$ cat src/mec_pkg.sv
// mec_pkg: shared constants and the queue item type for the escape counter
// no dependencies
package mec_pkg;

	localparam int FRAC_BITS = 28;
	localparam int C_W       = 32;
	localparam int CNT_W     = 8;
	localparam int ZW        = FRAC_BITS + 2;
	localparam int PW        = 2 * ZW;
	localparam int SW        = ((FRAC_BITS + 4 > C_W) ? FRAC_BITS + 4 : C_W) + 2;
	localparam int QDEPTH    = 2;
	localparam int QAW       = (QDEPTH > 1) ? $clog2(QDEPTH) : 1;
	localparam int QCW       = $clog2(QDEPTH + 1);

	localparam logic signed [SW-1:0] TWO_FIX     = SW'(1) <<< (FRAC_BITS + 1);
	localparam logic signed [SW-1:0] NEG_TWO_FIX = -TWO_FIX;
	localparam logic signed [SW-1:0] FOUR_FIX    = SW'(1) <<< (FRAC_BITS + 2);

	localparam logic [CNT_W-1:0] MAX_ITER_RST = CNT_W'(255);

	typedef struct packed {
		logic signed [C_W-1:0] c_real;
		logic signed [C_W-1:0] c_imag;
		logic                  far;
	} mec_item_t;

	typedef struct packed {
		logic      valid;
		mec_item_t item;
	} mec_head_t;

endpackage

$ cat src/mec_front.sv
// mec_front: input register and classification of points far from the origin
// depends on mec_pkg
module mec_front (
	input  logic                           clk,
	input  logic                           arst_n,
	input  logic                           in_valid,
	output logic                           in_stall,
	input  logic signed [mec_pkg::C_W-1:0] c_real,
	input  logic signed [mec_pkg::C_W-1:0] c_imag,
	input  logic                           q_full,
	output logic                           push,
	output mec_pkg::mec_item_t             push_item
);
	import mec_pkg::*;

	logic            valid_s1;
	mec_item_t       item_s1;
	logic signed [SW-1:0] cr_ext;
	logic signed [SW-1:0] ci_ext;
	logic            far_c;
	logic            accept;

	// first iteration gives z = c, so a c with |re| or |im| of two or more escapes at once
	always_comb begin
		cr_ext = SW'(c_real);
		ci_ext = SW'(c_imag);
		far_c  = (cr_ext >= TWO_FIX) || (cr_ext <= NEG_TWO_FIX) ||
		         (ci_ext >= TWO_FIX) || (ci_ext <= NEG_TWO_FIX);
	end

	assign in_stall  = valid_s1 && q_full;
	assign accept    = in_valid && !in_stall;
	assign push      = valid_s1 && !q_full;
	assign push_item = item_s1;

	always_ff @(posedge clk or negedge arst_n) begin
		if (!arst_n) begin
			valid_s1 <= 1'b0;
		end else if (accept) begin
			valid_s1 <= 1'b1;
		end else if (push) begin
			valid_s1 <= 1'b0;
		end
	end

	always_ff @(posedge clk) begin
		if (accept) begin
			item_s1.c_real <= c_real;
			item_s1.c_imag <= c_imag;
			item_s1.far    <= far_c;
		end
	end

endmodule

$ cat config.mk
export PLATFORM = sky130hd
export DESIGN_NAME = mec_front
export DESIGN_NICKNAME = d
export VERILOG_FILES = /design/src/mec_pkg.sv /design/src/mec_front.sv
export SDC_FILE = /design/constraint.sdc
export NUM_CORES = 1
export LEC_CHECK = 0
export BUFFER_PORTS_ARGS = -buffer_cell sky130_fd_sc_hd__buf_4
export CAP_MARGIN = 0
export CORE_ASPECT_RATIO = 0.5
export CORE_UTILIZATION = 45
export DETAILED_ROUTE_END_ITERATION = 6
export GPL_TIMING_DRIVEN = 0
export HOLD_SLACK_MARGIN = 0.15
export PLACE_DENSITY_LB_ADDON = 0.12
export SLEW_MARGIN = 30
export SYNTH_ARGS = -nofsm -noshare
export SYNTH_HDL_FRONTEND = slang
export SYNTH_SLANG_ARGS = --single-unit
$ cat constraint.sdc
create_clock -name clk -period 5.95 [get_ports clk]
set_clock_uncertainty 0.15 [all_clocks]
set_input_delay 0.595 -clock clk [delete_from_list [all_inputs] [get_ports clk]]
set_output_delay 0.595 -clock clk [all_outputs]
set_load 0.01 [all_outputs]
### Yosys cells after proc, flatten, opt, wreduce, memory -nomap -nowiden

Index checks and enable logic that the tools add are counted.

| word-level totals | value |
|---|---|
| register bits | 66 |
| output and inout bits | 67 |
| input bits | 68 |

| operators by class | value |
|---|---|
| muxes and demuxes | 2 |
| order comparisons | 4 |
| reductions and logical operators | 9 |

Operators with widths:

| cell | number |
|---|---|
| $ge 32x31->1 const B | 2 |
| $le 32x30->1 const B | 2 |
| $logic_and 1x1->1 | 3 |
| $logic_or 1x1->1 | 3 |
| $logic_not 1->1 | 2 |
| $mux 1 | 2 |
| $reduce_bool 2->1 | 1 |

### Longest topological paths before layout

| logic depth | value |
|---|---|
| depth in word-level cells | 4 |
| depth in mapped cells | 4 |
| depth with buffers taken out | 4 |

### Worst setup path before layout

No wires, ideal clock.

| timing path | value |
|---|---|
| path type | in2reg |
| start point | in q_full |
| end point | reg item_s1 (netlist bit push_item[0]), enable pin |
| data arrival time | 3.697 ns |
| setup slack | 1.607 ns |
| data required time | 5.304 ns |
| library setup time | 0.496 ns |
| stages | 2 |
| buffers on the path | 0 |
| cells stage by stage | and2_1 -> nor2b_1 |

| between the ends | value |
|---|---|
| cells in the longest elaborated chain, start to end | 3 |

Ends and longest elaborated chain:

| item | line | text |
|---|---|---|
| start, declared | mec_front.sv:10 | `input logic q_full,` |
| $logic_and 1x1->1 | mec_front.sv:31 | `assign in_stall = valid_s1 && q_full;` |
| $logic_not 1->1 | mec_front.sv:32 | `assign accept = in_valid && !in_stall;` |
| $logic_and 1x1->1 | mec_front.sv:32 |  |
| named net accept | mec_front.sv:21 | `logic accept;` |
| end, declared | mec_front.sv:17 | `mec_item_t item_s1;` |

The timed path passes the listed nets, and every way through them passes these cells.
A chain may end at the register's enable or synchronous reset.

### Worst setup path after layout

| timing path | value |
|---|---|
| start point | in q_full |
| end point | out in_stall |

| between the ends | value |
|---|---|
| cells in the longest elaborated chain, start to end | 1 |

Ends and longest elaborated chain:

| item | line | text |
|---|---|---|
| $logic_and 1x1->1 | mec_front.sv:31 |  |
| end, declared | mec_front.sv:7 | `output logic in_stall,` |

No other way between the ends.

==> impl_metrics.env <==
export IMPL_drt_drc_violations_left=0
export IMPL_startpoint="q_full"
export IMPL_yosysWarnings=0
export IMPL_yosysMostFrequentCell="edfxtp_1"
export IMPL_synth_area_um2=2190
export IMPL_dr_first_iter_drc_count=74
export IMPL_dieArea_um2=5170
export IMPL_place_congestion=0.700
export IMPL_final_area_um2=3580
export IMPL_nNetsFinal=316
export IMPL_status="complete, no violations"
export IMPL_netlist_instances=99
export IMPL_worstPathMaxFanout=3
export IMPL_grt_pass1_vias=1473
export IMPL_antenna_cells=0
export IMPL_p_per_area_nw_per_um2=295
export IMPL_period_share_pct=30.1
export IMPL_io_pins=135
export IMPL_fin_util_pct=79.0
export IMPL_num_fill_cells=262
export IMPL_max_vdd_ir_drop_uv=168
export IMPL_core_um2=4530
export IMPL_start_kind="primary input"
export IMPL_cts_max_level=3
export IMPL_clock_latency_ns=0.32
export IMPL_drive_above_1_share_pct=61.7
export IMPL_fin_crit_ns=1.79
export IMPL_clk_pin_slew_worst_paths_ns=0.07
export IMPL_use_met2_pct=33.0
export IMPL_hold_path_class="primary input to flip-flop"
export IMPL_io_buffer_count=134
export IMPL_max_stage_delay_ns=0.19
export IMPL_tns_ns=0
export IMPL_avgSynthCellArea_um2=22.2
export IMPL_worst_path_dominant_cell_family="buffers and inverters"
export IMPL_final_max_slew_violation_count=0
export IMPL_die_y_um=51.4
export IMPL_ys_seq_area_share_pct=90.1
export IMPL_crit_arrival_ns=1.05
export IMPL_grtUsageTotal_pct=19.3
export IMPL_grt_busiest_layer="met2"
export IMPL_synthTopCellsByCount="65 x edfxtp_1, 10 x nor4_1, 4 x nand4_1"
export IMPL_grt_util_met1_pct=21.8
export IMPL_worstSetupPathDepth=3
export IMPL_place_hpwl_um=3810
export IMPL_die_x_um=101
export IMPL_grt_overflow=0
export IMPL_rows=17
export IMPL_tightest_slew_ns=0.352
export IMPL_critPathBufInv=2
export IMPL_drt_wirelength_per_cell_um=15.4
export IMPL_ctsResizeCount=0
export IMPL_antenna_found_initial=0
export IMPL_initial_utilization_pct=48.4
export IMPL_clockBufferDepth=2
export IMPL_regToRegEndpoint="push_item[38]$_DFFE_PP_"
export IMPL_synth_edf_count=65
export IMPL_p_leak_uw=0.00146
export IMPL_wl_um=4920
export IMPL_r2r_cells=4
export IMPL_synth_cell_types=16
export IMPL_synthTopCellsByArea="edfxtp_1 89%, nor4_1 2.9%, dfrtp_1 1.1%, nand4_1 1.1%, nor4_2 1.1%"
export IMPL_gr_usage_met3_pct=9.85
export IMPL_cpMaxStageDelayCell="and2_1"
export IMPL_critPathRequiredTime_ns=5.20
export IMPL_numCtsBuffers=9
export IMPL_crit_chain="buf_4 -> and2_1 -> buf_4"
export IMPL_rrSetupSlack_ns=4.26
export IMPL_max_slew_margin_pct=76.2
export IMPL_grt_max_degree=27
export IMPL_postPlaceCellArea_um2=3360
export IMPL_netlist_area_leader_share_pct=89.0
export IMPL_postCtsSetupBuffers=0
export IMPL_grt_pass1_wl_um=6980
export IMPL_firstDrtPassIters=3
export IMPL_areaGrowthSynthToFinish_pct=63.1
export IMPL_rsz0062_at_grt="no"
export IMPL_fmax_ghz=0.558
export IMPL_clock_sinks=66
export IMPL_worstSetupEndpointType="output pin"
export IMPL_cts_tree="done"
export IMPL_r2r_start="valid_s1$_DFFE_PN0P_"
export IMPL_critPathCapture="in_stall"
export IMPL_synth_ff_type="edfxtp_1"
export IMPL_vias=1519
export IMPL_cp_common_cell="buf_4"
export IMPL_drv_cap=0
export IMPL_synth_top_area_cell="edfxtp_1"
export IMPL_synth_seq_cells=66
export IMPL_critical_path_class="primary input to output pin"
export IMPL_hold_violations=0
export IMPL_async_flop_share_pct=1.52
export IMPL_setup_violations=0
export IMPL_postRouteAntennaNets=0
export IMPL_via_per_inst=4.76
export IMPL_root_buffer="clkbuf_8"
export IMPL_synth_nets=167
## where the power goes
group          switching, uW  internal, uW  leakage, uW  total [uW]
logic                   50.1          66.0     0.000724         116
registers               6.74           541     0.000628         548
clock network            158           233     0.000104         391
## layout by cell type (no fill, tap or decap), types with 2 or more instances in the layout
cell       Yosys  final
nor4_1        10     10
nand4_1        4      4
nor3_1         3      3
clkbuf_8       0      9
bufinv_16      0      2
nor2_1         3      3
nor4_2         2      2
buf_16         0      2
clkinv_2       0      2
edfxtp_1      65     65
and3_1         2      2
buf_4          0    134
## cell families after synthesis
| group | after synthesis | share of synthesized area (%) |
|---|---|---|
| AOI/OAI and AO/OA | 1 | 0.285 |
| and+or+nand+nor | 32 | 9.58 |
| DFF | 66 | 90.1 |
## routing by layer
metal  wire length (um)  vias up
met1               1880      731
li1                   -      712
met3                466        2
met4                 18        0
met5                  0        -
met2               2550       74
## registers in the layout (all words and copies together), names as in the netlist
name       count
push_item     65
valid_s1       1
## cell type report
type	instances	area [um2]	area share (%)
flip-flops and latches	66	1980	55.2
repair buffers	138	1090	30.3
multi-input cells	33	224	6.26
clock buffers	10	128	3.57
well taps	66	82.6	2.31
clock inverters	6	81.3	2.27
## through the flow
step                      setup slack, ns  std cells  total power, uW  hold WS, ns
after global routing                 4.12        319             1090        0.276
after CTS                            4.14        319             1060        0.289
after detailed placement             3.91        302              675        0.222
after global placement              0.617        299              666        0.221
after floorplan                      1.61         99              587        0.149
final                                4.16        319             1060        0.305
## worst reg2reg max path, stage by stage, from the launching register on
cell and delay (ns):
dfrtp_1 0.38, and2_1 0.18, nor2b_4 0.28, buf_16 0.21, buf_8 0.19
## worst min-delay path by stage
stage / cells past startpoint / end / startpoint / slack [ns]
floorplan: 0 / valid_s1$_DFFE_PN0P_ / arst_n / 0.15
global placement: 1 / valid_s1$_DFFE_PN0P_ / arst_n / 0.22
detailed placement: 1 / valid_s1$_DFFE_PN0P_ / arst_n / 0.22
CTS: 1 / push_item[3]$_DFFE_PP_ / c_imag[2] / 0.29
global route: 1 / push_item[3]$_DFFE_PP_ / c_imag[2] / 0.28
finish: 1 / push_item[44]$_DFFE_PP_ / c_real[11] / 0.30
## what timing repair did
item | 4_1_cts | 5_1_grt
hold buffers | 1 | 0
endpoints found under the hold margin | 1 | 0
endpoints found under the setup margin | 0 | 0
Note: power is estimated with default switching activity, not from simulation.
