===== src/mec_pkg.sv =====
// mec_pkg: shared constants and the queue item type for the escape counter
// no dependencies
package mec_pkg;

	localparam int FRAC_BITS = 28;
	localparam int C_W       = 32;
	localparam int CNT_W     = 8;
	localparam int ZW        = FRAC_BITS + 2;
	localparam int PW        = 2 * ZW;
	localparam int SW        = ((FRAC_BITS + 4 > C_W) ? FRAC_BITS + 4 : C_W) + 2;
	localparam int QDEPTH    = 2;
	localparam int QAW       = (QDEPTH > 1) ? $clog2(QDEPTH) : 1;
	localparam int QCW       = $clog2(QDEPTH + 1);

	localparam logic signed [SW-1:0] TWO_FIX     = SW'(1) <<< (FRAC_BITS + 1);
	localparam logic signed [SW-1:0] NEG_TWO_FIX = -TWO_FIX;
	localparam logic signed [SW-1:0] FOUR_FIX    = SW'(1) <<< (FRAC_BITS + 2);

	localparam logic [CNT_W-1:0] MAX_ITER_RST = CNT_W'(255);

	typedef struct packed {
		logic signed [C_W-1:0] c_real;
		logic signed [C_W-1:0] c_imag;
		logic                  far;
	} mec_item_t;

	typedef struct packed {
		logic      valid;
		mec_item_t item;
	} mec_head_t;

endpackage


===== src/mec_queue.sv =====
// mec_queue: short fifo between the front and the iteration engine
// depends on mec_pkg
module mec_queue (
	input  logic               clk,
	input  logic               arst_n,
	input  logic               push,
	input  mec_pkg::mec_item_t push_item,
	input  logic               pop,
	output logic               full,
	output mec_pkg::mec_head_t head
);
	import mec_pkg::*;

	mec_item_t        mem_q [QDEPTH];
	logic [QAW-1:0]   wr_ptr_q;
	logic [QAW-1:0]   rd_ptr_q;
	logic [QCW-1:0]   cnt_q;
	logic             do_push;
	logic             do_pop;

	assign full       = (cnt_q == QCW'(QDEPTH));
	assign head.valid = (cnt_q != '0);
	assign head.item  = mem_q[rd_ptr_q];
	assign do_push    = push && !full;
	assign do_pop     = pop && head.valid;

	function automatic logic [QAW-1:0] ptr_next(input logic [QAW-1:0] p);
		return (p == QAW'(QDEPTH - 1)) ? '0 : QAW'(p + 1'b1);
	endfunction

	always_ff @(posedge clk or negedge arst_n) begin
		if (!arst_n) begin
			wr_ptr_q <= '0;
			rd_ptr_q <= '0;
			cnt_q    <= '0;
		end else begin
			if (do_push) begin
				wr_ptr_q <= ptr_next(wr_ptr_q);
			end
			if (do_pop) begin
				rd_ptr_q <= ptr_next(rd_ptr_q);
			end
			if (do_push && !do_pop) begin
				cnt_q <= QCW'(cnt_q + 1'b1);
			end else if (do_pop && !do_push) begin
				cnt_q <= QCW'(cnt_q - 1'b1);
			end
		end
	end

	always_ff @(posedge clk) begin
		if (do_push) begin
			mem_q[wr_ptr_q] <= push_item;
		end
	end

endmodule


===== config.mk =====
export PLATFORM = sky130hd
export DESIGN_NAME = mec_queue
export DESIGN_NICKNAME = d
export VERILOG_FILES = /design/src/mec_pkg.sv /design/src/mec_queue.sv
export SDC_FILE = /design/constraint.sdc
export NUM_CORES = 1
export LEC_CHECK = 0
export ABC_AREA = 1
export BUFFER_PORTS_ARGS = -buffer_cell sky130_fd_sc_hd__buf_2
export CAP_MARGIN = 30
export CORE_MARGIN = 2
export CORE_UTILIZATION = 54
export CTS_BUF_LIST = sky130_fd_sc_hd__clkbuf_8
export CTS_CLUSTER_SIZE = 25
export DETAILED_ROUTE_END_ITERATION = 8
export PLACE_DENSITY = 0.9
export RECOVER_POWER = 25
export SYNTH_ARGS = -nofsm -noshare
export SYNTH_HDL_FRONTEND = slang
export SYNTH_SLANG_ARGS = --single-unit

===== constraint.sdc =====
create_clock -name clk -period 8.2 [get_ports clk]
set_input_delay 0 -clock clk [delete_from_list [all_inputs] [get_ports clk]]
set_output_delay 0 -clock clk [all_outputs]
set_load 0.01 [all_outputs]

-- Yosys cells after proc, flatten, opt, wreduce, memory -nomap -nowiden
Memory sizes are Yosys's and may differ from the RTL's.
Cells that the tools add are included.
- equal/unequal tests: 1
- reductions and logical operators: 9
- multiplexer cells: 6
- add/subtract/negate cells: 4
- operators with widths (operator ; count):
    logical AND 1 bit ; 4
    two-way mux 1 bit ; 4
    two-way mux 2 bit ; 2
    nonzero test 2 bit ; 2
    logical NOT 1 bit ; 3
    adder 1 bit, second input constant ; 2
    adder 2 x 1 -> 2 bit, second input constant ; 1
    equality test 2 bit, second input constant ; 1
    subtractor 2 x 1 -> 2 bit, second input constant ; 1
- memories: 1
- bits of input ports: 69
- memory bits (writable): 130
- register bits after elaboration: 4
- output and inout bits: 67
- memories (memory ; depth ; bits a word ; rd ports ; clocked after Yosys merged registers in ; write ports ; line ; text):
    mem_q ; 2 ; 65 ; 1 ; 0 ; 1 ; mec_queue.sv:14 ; mec_item_t mem_q [QDEPTH];

-- Depth between registers and ports, before layout
- depth after elaboration: 7
- depth in mapped cells: 9

-- Worst setup path before layout
No wires, ideal clock.
- path type: register to register
- start: register cnt_q[1]
- end: memory mem_q[1][0] (netlist name), enable pin
- cell stages (with the launch flop): 4
- buffers on the path: 0
- required time: 7.712 ns
- slack: 4.437 ns
- period minus slack after synthesis: 3.763 ns
- arrival: 3.275 ns
- cell sequence: dfrtp_1 > inv_1 > o21ai_0 > nor2_1
- cells in the longest elaborated chain, start to end: 5
- RTL lines (item ; line ; text):
    start, declared ; mec_queue.sv:17 ; logic [QCW-1:0] cnt_q;
    start signal, assigned ; mec_queue.sv:44 ; cnt_q <= QCW'(cnt_q + 1'b1);
    start signal, assigned ; mec_queue.sv:46 ; cnt_q <= QCW'(cnt_q - 1'b1);
    equality test 2 bit ; mec_queue.sv:21 ; assign full = (cnt_q == QCW'(QDEPTH));
    logical NOT 1 bit ; mec_queue.sv:24 ; assign do_push = push && !full;
    logical AND 1 bit ; mec_queue.sv:24 ;
    two-way mux 1 bit ; mec_queue.sv:52 ; if (do_push) begin
    two-way mux 1 bit (implied by the code) ; mec_queue.sv:53 ; mem_q[wr_ptr_q] <= push_item;
    end, declared ; mec_queue.sv:14 ;
No other way between the ends.

-- Worst setup path after layout
- start: register cnt_q[1]
- end: memory mem_q[0][16] (netlist name), enable pin
Same word-level chain as after synthesis.

==> flow_summary_export.csv <==
group,metric,value,unit
outcome,status,"finished clean",
yosys,synthArstFlopShare,2.99,%
clock_network,cts_setup_buffers,0,
setup_path,reg2reg_depth,6,
grt,grt_max_degree,67,
placement,port_buffers,135,
drt,wire_per_inst,15.7,microns
yosys,ys_seq_elements,134,
floorplan,ios,136,
layout,design_area,6760,sq um
power_and_ir_drop,p_per_area,332,nW/um^2
clock_network,clk_latency,0.42,ns
yosys,synthTopCellsByCount,"206 x nand2_1, 130 x edfxtp_1, 9 x buf_2",
yosys,seq_area_frac_synth,81.0,%
yosys,synth_edf_count,130,
layout,nFillCells,520,
sta,final_max_slew_viol_count,0,
sta,clock_skew,0.00869,ns
sta,setup_viol,0,
sta,period_needed,1.97,ns
yosys,synth_nets,441,
sta,setup_ws,6.23,ns
layout,nets,654,
setup_path,crit_path_end_kind,"flop",
yosys,synth.area.top_cells,"edfxtp_1 79%, nand2_1 16%, dfrtp_1 2.0%, buf_2 0.91%, buf_4 0.76%",
yosys,synth_area,4940,sq um
power_and_ir_drop,p_leak,2.88,nW
setup_path,arrival,2.01,ns
layout,instances_no_fill,705,
clock_network,cts.clk_slew.worst_paths,0.08,ns
sta,tightest_slew,0.881,ns
clock_network,cts_buffers,17,
setup_path,path_class,"reg -> reg",
clock_network,postCtsResizedCells,0,
drt,drt-total-wl,11100,microns
worst_hold_path,min_path_type,"in -> reg",
placement,dpl-instance-area,5720,sq um
yosys,ys.flop_type,"edfxtp_1",
placement,preCtsSetupSlack,6.27,ns
yosys,synth_top_area_share,79.0,%
setup_path,start_kind,"flop",
yosys,synth.distinct_cells,13,
floorplan,die_area,9940,sq um
layout,syn2layout_area_growth,36.8,%
yosys,synth.avg_cell_area,13.3,sq um
power_and_ir_drop,finalPower,2.25,mW
sta,max-slew-margin-rel,41.3,%
sta,rsz0062_at_grt,"no",
setup_path,timing.rr.start,"cnt_q[1]",
sta,fin_tns_setup,0,ns
yosys,yosysWarningCount,0,
setup_path,r2r_end,"mem_q[0][16]",
sta,hold_viol,0,
grt,antenna_found_initial,0,
clock_network,clockBufferDepth,2,
drt,drt-vias-per-instance,5.01,
setup_path,cp.required,8.24,ns
placement,hpwlAfterDp,5880,microns
flow_run,drv_cap,0,
floorplan,core,8810,sq um
grt,overflow,0,
power_and_ir_drop,peakVddDrop,186,uV
drt,drc,0,
drt,drtPass1Iterations,4,
placement,placed_cells,604,
floorplan,die_w,99.7,microns
grt,grt_pass1_vias,3670,
yosys,synthCells,371,
clock_network,clock_sinks,134,
drt,vias,3529,
floorplan,placementRows,34,
drt,first_iter_violations,263,
drt,ant_nets,0,
grt,track_usage,22.4,%
sta,fmax,509,MHz
clock_network,cts_max_level,4,
setup_path,cp_max_fo,65,
yosys,synth_top_area_cell,"edfxtp_1",
placement,globalplace.congestion,0.725,
layout,drive_gt1_share,23.3,%
clock_network,root_buffer,"clkbuf_8",
yosys,synth.most_common_cell,"nand2_1",
layout,final_util,76.8,%
worst_hold_path,holdPathStages,2,
layout,num_antenna_cells,0,
clock_network,cts_tree,"yes",
worst_hold_path,hold_path_end,"mem_q[1][11]",
floorplan,die_h,99.7,microns
floorplan,start_util,56.1,%
setup_path,r2r_slack,6.23,ns
sta,finalCritPeriodShare,24.0,%
sta,whs,0.302,ns
grt,grt_pass1_wl,16700,microns
worst_hold_path,hold_start,"push_item[11]",
clock_network,cts_hold_repair.buffers,69,
-- power by group --
part | internal, mW | leakage, nW | switching, mW
registers | 0.936 | 1.26 | 0.0428
clock network | 0.272 | 0.196 | 0.259
logic | 0.248 | 1.43 | 0.488
-- per-layer routing --
metal / track usage (%) / routed length [microns] / vias up / part of all wire, %
met5: 0 / 0 / - / 0
met4: 9.48 / 192 / 0 / 1.7
met3: 6.68 / 664 / 21 / 6.0
met2: 40.2 / 6040 / 164 / 55
met1: 24.6 / 4160 / 1672 / 38
li1: - / - / 1672 / -
-- cells by family (layout without fill, tap and decap cells) --
logic type | after synthesis | after routing | share of synthesized area [%]
and+or+nand+nor | 212 | 212 | 16.2
AOI/OAI and AO/OA | 1 | 1 | 0.101
adders and majority gates | 1 | 1 | 0.253
buffers and inverters | 22 | 248 | 2.28
xor gates and xnor gates | 1 | 1 | 0.177
DFF | 134 | 134 | 81.0
-- cells in the final DEF, fill, tap and decap left out --
master / netlist / final
nor2_1: 3 / 2
clkbuf_2: 0 / 1
ha_1: 1 / 1
nand2_1: 206 / 206
dfrtp_1: 4 / 3
clkinvlp_4: 0 / 3
buf_4: 5 / 3
dfrtp_2: 0 / 1
clkinv_2: 0 / 1
clkbuf_1: 0 / 34
inv_1: 7 / 8
inv_6: 0 / 4
inv_2: 1 / 2
buf_12: 0 / 1
o21ai_0: 1 / 1
buf_2: 9 / 100
clkinv_4: 0 / 3
xnor2_1: 1 / 1
nor2_4: 0 / 1
nand4_1: 1 / 1
dlygate4sd3_1: 0 / 69
bufinv_16: 0 / 2
nand3_1: 2 / 2
edfxtp_1: 130 / 130
clkbuf_8: 0 / 17
-- cell type report --
cell class,count,area [sq um],area share [%]
Clock buffer,17,234,3.46
Clock inverter,15,156,2.31
Inverter,8,30.0,0.444
Multi-Input combinational cell,215,835,12.3
Sequential cell,134,4010,59.2
Tap cell,108,135,2.00
Timing Repair Buffer,208,1370,20.2
-- registers in the layout, summed over array words and instances (netlist names) --
| register | count |
|---|---|
| mem_q | 130 |
| cnt_q | 2 |
| rd_ptr_q | 1 |
| wr_ptr_q | 1 |
-- worst max-delay path, stage by stage, from the launching register on --
cell     delay, ns
dfrtp_1       0.39
inv_1         0.12
nor2_1        0.08
nor2_1        0.15
nand2_1       0.11
inv_2         0.05
buf_4         0.66
-- worst max path at each step --
stage / from / to / slack, ns / cells past startpoint
2_1_floorplan: cnt_q[1] / mem_q[1][0] / 4.44 / 3
3_3_place_gp: cnt_q[1] / mem_q[0][24] / 6.37 / 6
3_5_place_dp: cnt_q[1] / mem_q[0][19] / 6.27 / 6
4_1_cts: cnt_q[1] / mem_q[0][28] / 6.26 / 6
5_1_grt: cnt_q[1] / mem_q[0][16] / 6.11 / 6
6_report: cnt_q[1] / mem_q[0][16] / 6.23 / 6
Note: power is estimated with default switching activity, not from simulation.
